===== src/rtl/lfsa_pkg.sv =====
// Shared types, constants and a helper function of the lowest free slot allocator.
package lfsa_pkg;

  // Default sizes of the slot map and the car table
  localparam int MAX_SLOTS_DEF = 1024;
  localparam int MAX_CARS_DEF  = 1024;

  // Field widths
  localparam int CFG_W   = 6;
  localparam int CAR_W   = 10;
  localparam int TIME_W  = 32;
  localparam int ROW_W   = 5;
  localparam int COL_W   = 5;
  localparam int LANE_W  = 6;
  localparam int CNT_W   = 13;

  // Stream payload widths, padded to whole bytes
  localparam int IN_TDATA_W  = 48;
  localparam int OUT_TDATA_W = 56;

  // APB port
  localparam int APB_AW = 3;
  localparam int APB_DW = 32;

  // Register reset values
  localparam logic [CFG_W-1:0] LOT_WIDTH_RST  = 6'd32;
  localparam logic [CFG_W-1:0] LOT_HEIGHT_RST = 6'd32;

  // Register indexes (address bit 2)
  localparam logic REG_LOT_WIDTH  = 1'b0;
  localparam logic REG_LOT_HEIGHT = 1'b1;

  // Request kinds
  localparam logic REQ_LEAVE  = 1'b0;
  localparam logic REQ_ARRIVE = 1'b1;

  // Sequencer states
  typedef enum logic [2:0] {
    ST_CLEAR,
    ST_IDLE,
    ST_LOOKUP,
    ST_FIND,
    ST_FREE,
    ST_DIV,
    ST_EMIT
  } state_e;

  // Parking slots per row: width minus one driving lane per three columns.
  // (w+2)/3 is done as a multiply by 43 and a shift, exact for w+2 below 128.
  function automatic logic [LANE_W-1:0] lane_slots(input logic [CFG_W-1:0] w);
    logic [6:0]  x;
    logic [13:0] p;
    x = {1'b0, w} + 7'd2;
    p = 14'(x) * 14'd43;
    if (w < 6'd2) begin
      return '0;
    end
    return w - p[12:7];
  endfunction

endpackage


===== src/rtl/lfsa_divider.sv =====
// Restoring divider: one quotient bit per cycle, used to map a slot index to row and column.
module lfsa_divider
  import lfsa_pkg::*;
#(
  parameter int DW = 10
) (
  input  logic              clk_i,
  input  logic              rst_ni,
  input  logic              start_i,
  input  logic [DW-1:0]     dividend_i,
  input  logic [LANE_W-1:0] divisor_i,
  output logic              busy_o,
  output logic [DW-1:0]     quot_o,
  output logic [LANE_W-1:0] rem_o
);

  localparam int CW = $clog2(DW + 1);

  logic [CW-1:0]     cnt_q, cnt_d;
  logic [DW-1:0]     quo_q, quo_d;
  logic [LANE_W-1:0] rem_q, rem_d;
  logic [LANE_W-1:0] div_q, div_d;

  logic [LANE_W:0] trial;
  logic [LANE_W:0] diff;
  logic            ge;

  // One subtract-and-compare step
  assign trial = {rem_q, quo_q[DW-1]};
  assign diff  = trial - {1'b0, div_q};
  assign ge    = (trial >= {1'b0, div_q});

  always_comb begin
    cnt_d = cnt_q;
    quo_d = quo_q;
    rem_d = rem_q;
    div_d = div_q;
    if (start_i) begin
      cnt_d = CW'(DW);
      quo_d = dividend_i;
      rem_d = '0;
      div_d = divisor_i;
    end else if (cnt_q != '0) begin
      cnt_d = cnt_q - CW'(1);
      quo_d = {quo_q[DW-2:0], ge};
      rem_d = ge ? diff[LANE_W-1:0] : trial[LANE_W-1:0];
    end
  end

  // Step counter
  always_ff @(posedge clk_i or negedge rst_ni) begin
    if (!rst_ni) begin
      cnt_q <= '0;
    end else begin
      cnt_q <= cnt_d;
    end
  end

  // Working registers
  always_ff @(posedge clk_i) begin
    quo_q <= quo_d;
    rem_q <= rem_d;
    div_q <= div_d;
  end

  assign busy_o = (cnt_q != '0);
  assign quot_o = quo_q;
  assign rem_o  = rem_q;

endmodule

===== config.mk =====
export PLATFORM = sky130hd
export DESIGN_NAME = lfsa_divider
export DESIGN_NICKNAME = d
export VERILOG_FILES = /design/src/rtl/lfsa_pkg.sv /design/src/rtl/lfsa_divider.sv
export SDC_FILE = /design/constraint.sdc
export NUM_CORES = 1
export LEC_CHECK = 0
export BUFFER_PORTS_ARGS = -buffer_cell sky130_fd_sc_hd__buf_2
export CORE_MARGIN = 2
export CORE_UTILIZATION = 49
export CTS_BUF_LIST = sky130_fd_sc_hd__clkbuf_8
export DETAILED_ROUTE_END_ITERATION = 16
export HOLD_SLACK_MARGIN = 0.05
export PLACE_DENSITY = 0.78
export SLEW_MARGIN = 20
export SYNTH_ARGS = -nofsm -noshare
export SYNTH_HDL_FRONTEND = slang
export SYNTH_SLANG_ARGS = --single-unit
export TNS_END_PERCENT = 10

===== constraint.sdc =====
create_clock -name clk_i -period 2 [get_ports clk_i]
set_input_delay 0.1 -clock clk_i [delete_from_list [all_inputs] [get_ports clk_i]]
set_output_delay 0.1 -clock clk_i [all_outputs]
set_load 0.02 [all_outputs]

* Word level (Yosys, flattened, before mapping) *
Cells that the tools add are included.

word-level totals
  flip-flop bits (word level) = 26
  logic and storage cells = 14

operators by class
  add/subtract/negate cells = 2
  order comparisons = 1
  muxes and demuxes = 5
  reductions and logical operators = 2

operators with widths
  cell                                                                 number
  10-bit two-way mux                                                   2
  4-bit two-way mux                                                    2
  7-bit by 6-bit >= comparator with 1-bit output                       1
  6-bit two-way mux                                                    1
  6-bit subtractor                                                     1
  4-bit nonzero test                                                   1
  4-bit by 1-bit subtractor with 4-bit output (second input constant)  1
  2-bit nonzero test                                                   1

* Depth between registers and ports, before layout *
  depth in word-level cells = 3
  gate-level depth with buffers = 8
  depth with buffers taken out = 8

* Worst setup path before layout *
No wires, ideal clock.

  path type = register to register
  start point = register rem_q[3], in the netlist rem_o[3]
  end point = register quo_q[0], in the netlist quot_o[0] (data pin)
  arrival time = 1734 ps
  required time = 1740 ps
  setup slack = 6 ps
  cell stages (with the launch flop) = 6
  path buffers = 0
  path through = dfxtp_1 -> ha_1 -> a21o_1 -> a211o_1 -> a21o_2 -> mux2_2

on the way
  word-level cells in the longest chain between the ends = 3

RTL lines
  item                                            RTL line            source
  start, declared                                 lfsa_divider.sv:21  logic [LANE_W-1:0] rem_q, rem_d;
  start signal, assigned                          lfsa_divider.sv:62  rem_q <= rem_d;
  7-bit by 6-bit >= comparator with 1-bit output  lfsa_divider.sv:31  assign ge = (trial >= {1'b0, div_q});
  10-bit two-way mux                              lfsa_divider.sv:43  end else if (cnt_q != '0) begin
  10-bit two-way mux                              lfsa_divider.sv:38  if (start_i) begin
  net quo_d[0]                                    lfsa_divider.sv:20  logic [DW-1:0] quo_q, quo_d;
  end signal, assigned                            lfsa_divider.sv:61  quo_q <= quo_d;
  end, declared                                   lfsa_divider.sv:20

The timed path passes the listed nets, and every way through them passes these cells. The select of a mux whose other input is x is not followed.
A chain may end at the register's enable or synchronous reset.

* Worst setup path after layout *
  start point = register rem_q[3], in the netlist rem_o[3]
  end point = register rem_q[1], in the netlist rem_o[1]

on the way
  word-level cells in the longest chain between the ends = 2

RTL lines
  item                                            RTL line            source
  7-bit by 6-bit >= comparator with 1-bit output  lfsa_divider.sv:31
  6-bit two-way mux                               lfsa_divider.sv:46  rem_d = ge ? diff[LANE_W-1:0] : trial[LANE_W-1:0];

Every way passes these cells.

==> impl_metrics.py <==
metrics = {
    "routing": {
        "drtIter0Drc": 32,
        "drt-pass1-iter-count": 4,
        "dr_wl_met2_um": 1510,
        "drc": 0,
        "wl_per_cell_um": 14.8,
        "wl_met3_um": 198,
        "drtAntennaViolNets": 0,
        "vias_per_cell": 5.41,
        "num_vias": 1072,
        "drt-total-wl_um": 2940,
        "highest_layer": "met4",
        "wl_met1_um": 1190,
    },
    "grt": {
        "gr-total-overflow": 0,
        "grt_pass1_wl_um": 5020,
        "grt_use_total_pct": 19.8,
        "antenna_found_initial": 0,
        "grt_pass1_vias": 1127,
        "grt_start_max_net_pins": 24,
    },
    "synth": {
        "synth_cell_types": 39,
        "yosysSeqAreaShare_pct": 50.1,
        "ys_warn_count": 0,
        "synth-edff-count": 16,
        "synth-seq-cells": 26,
        "synth.avg_cell_area_um2": 11.6,
        "synthArstFlopShare_pct": 15.4,
        "ys.flop_type": "edfxtp_1",
        "syn-num-nets": 149,
        "syn_inst": 120,
        "syn-cell-area_um2": 1400,
    },
    "cts": {
        "cts_tree": "done",
        "ctsHtreeMaxLevel": 1,
        "post_cts_buffers": 0,
        "cts.root.buffer_cell": "clkbuf_8",
        "cts_num_sinks": 26,
        "insertion_delay_ns": 0.27,
        "clk_pin_slew_worst_paths_ns": 0.09,
        "clockBufferDepth": 2,
        "cts_buffers": 3,
    },
    "power": {
        "swShare_pct": 37.5,
        "power_frac_comb_pct": 48.5,
        "ir_drop_v": 0.000944,
        "clkPwrFrac_pct": 18.2,
        "powerDensity_nw_per_um2": 1350,
        "internal_power_w": 0.00150,
        "p_seq_share_pct": 33.3,
        "switchingPower_w": 0.000901,
        "leakagePower_nw": 0.811,
    },
    "run_status": {
        "status": "finished clean",
    },
    "floorplan": {
        "core-area_um2": 2730,
        "die_h_um": 57.4,
        "die_w_um": 57.4,
        "start_util_pct": 51.1,
        "core.rowCount": 19,
        "die-area_um2": 3300,
        "ioPinCount": 36,
    },
    "finish": {
        "drive_gt1_share_pct": 37.7,
        "antenna_cells": 0,
        "fill_cells": 222,
        "final_util_pct": 65.3,
        "final_area_um2": 1780,
        "area_growth_pct": 27.7,
        "fin_nets": 197,
    },
    "sta": {
        "skew_ns": 0.00456,
        "slew_violations": 0,
        "rsz0062_at_grt": "yes",
        "timing.final.ws_setup_ns": 0.0839,
        "period_minus_slack_ns": 1.92,
        "max_slew_margin_pct": 72.5,
        "worst_pin_slew_ns": 0.411,
        "setup_viol_count_final": 0,
        "hold_viol": 0,
        "min_period_over_period_pct": 95.8,
        "fmax_ghz": 0.522,
    },
    "critical_path": {
        "reg2reg_from": "rem_o[3]$_SDFFE_PP0P_",
        "r2r-end": "rem_o[1]$_SDFFE_PP0P_",
        "rrSetupSlack_ns": 0.08,
        "rr_worst_depth": 6,
        "crit_family": "compound AO/OA/AOI/OAI gates",
        "crit_fanout": 4,
        "path_buf_inv": 0,
        "cp-start-kind": "flop",
        "endpoint_kind": "flop",
        "path_class": "reg2reg",
        "worstPathRequired_ns": 2.17,
        "cp_cell_sequence": "ha_1, a21o_1, a211o_1, a21oi_2, nor4_1, a311o_1",
        "critPathMaxStageDelay_ns": 0.36,
        "critPathArrivalTime_ns": 2.09,
        "crit_path_top_delay_cell": "dfxtp_1",
    },
    "min_path": {
        "whs_path_depth": 1,
        "holdPathEnd": "div_q[5]$_DFFE_PP_",
        "hold_start": "start_i",
        "holdCritPathClass": "in2reg",
    },
    "placement": {
        "placedInstanceArea_um2": 1620,
        "hpwl_um": 2110,
        "place_ws_ns": 0.0649,
        "gp_congestion": 0.816,
        "io_buffers": 35,
    },
    "flow_run": {
        "maxCapViolCount": 0,
    },
}
-- kinds of logic (layout without fill, tap and decap cells) --
group                    after synthesis  after routing  share of synthesized area (%)
AND/OR/NAND/NOR                       27             27                           10.2
flip-flops                            26             26                           50.1
XOR/XNOR                               5              5                           3.13
adder cells (fa/ha/maj)               10             10                           9.49
AO/OA/AOI/OAI                         23             23                           11.5
buffers and inverters                 15             62                           4.56
multiplexers                          14             14                           11.0
-- power by group through the flow --
stage	combinational (W)	sequential [W]	clock [W]
after floorplan	0.000671	0.000923	0
after global placement	0.00105	0.000805	0
after detailed placement	0.00110	0.000809	0
after CTS	0.00111	0.000801	0.000446
after global routing	0.00128	0.000819	0.000470
final	0.00116	0.000800	0.000437
-- worst max path at each step --
stage,cells after the start,slack [ns],to,startpoint
final,6,0.08,rem_o[1]$_SDFFE_PP0P_,rem_o[3]$_SDFFE_PP0P_
after global routing,7,-0.002,rem_o[4]$_SDFFE_PP0P_,div_q[0]$_DFFE_PP_
after CTS,7,0.06,rem_o[4]$_SDFFE_PP0P_,div_q[0]$_DFFE_PP_
after detailed placement,5,0.06,quot_o[0]$_DFFE_PP_,rem_o[3]$_SDFFE_PP0P_
after global placement,5,0.11,quot_o[0]$_DFFE_PP_,rem_o[3]$_SDFFE_PP0P_
after floorplan,5,0.006,quot_o[0]$_DFFE_PP_,rem_o[3]$_SDFFE_PP0P_
-- flip-flops by register name, summed over array words and instances (netlist names) --
register  flops
quot_o       10
div_q         6
rem_o         6
cnt_q         4
-- stage by stage --
stage               std cells  setup TNS (ns)  total power [W]  hold slack (ns)
global placement          187               0          0.00185          -0.0931
finish                    198               0          0.00240           0.0904
global route              198        -0.00211          0.00257           0.0867
floorplan                 120               0          0.00159           -0.196
CTS                       198               0          0.00236           0.0831
detailed placement        187               0          0.00191          -0.0909
-- layout by cell type (no fill, tap or decap), types with 2 or more instances in the layout --
cell / instances
clkbuf_8: 3
a211oi_2: 3
inv_1: 12
mux2i_1: 3
nor2_1: 11
mux2_2: 11
nand2_1: 3
nor2b_1: 2
buf_2: 35
nand2b_1: 2
o21ai_0: 2
o21ai_1: 2
a21oi_1: 6
edfxtp_1: 16
xnor2_1: 3
dlygate4sd3_1: 7
buf_4: 4
dfrtp_1: 4
xor2_1: 2
ha_1: 9
dfxtp_1: 6
-- cell type report --
type,count,area [um^2],area share [%]
inverters,12,45.0,2.52
repair buffers,46,275,15.4
clock inverters,1,30.0,1.68
well taps,31,38.8,2.17
flip-flops and latches,26,701,39.3
clock buffers,3,41.3,2.31
multi-input cells,79,653,36.6
-- layer usage --
layer  global-route usage [%]  vias up
met3                     4.08        5
met5                        0        -
met4                     6.64        0
met2                     34.3       38
met1                     24.5      501
li1                         -      528
-- worst reg2reg max path, delay by kind of cell, from the launching register on --
| kind | cells | cell delay (ns) |
|---|---|---|
| and+or+nand+nor | 1 | 0.09 |
| AOI/OAI and AO/OA | 4 | 1.04 |
| DFF | 1 | 0.36 |
| adders and majority gates | 1 | 0.33 |
-- cell usage after synthesis, types with 2 or more instances --
cell type	number	share of area (%)
edfxtp_1	16	34
inv_1	12	3.2
mux2_2	11	8.9
nor2_1	11	3.0
ha_1	9	8.1
a21oi_1	6	2.1
dfxtp_1	6	8.6
dfrtp_1	4	7.2
a211oi_1	3	1.6
mux2i_1	3	2.1
nand2_1	3	0.81
xnor2_1	3	1.9
buf_4	2	1.1
nand2b_1	2	0.90
nor2b_1	2	0.90
o21ai_0	2	0.72
o21ai_1	2	0.72
xor2_1	2	1.3
-- timing repair --
action                                  CTS  global route
hold endpoints to repair                 10             0
endpoints found under the setup margin    0             5
gates resized for setup                   0             5
hold buffers                              7             0
Note: power is estimated with default switching activity, not from simulation.
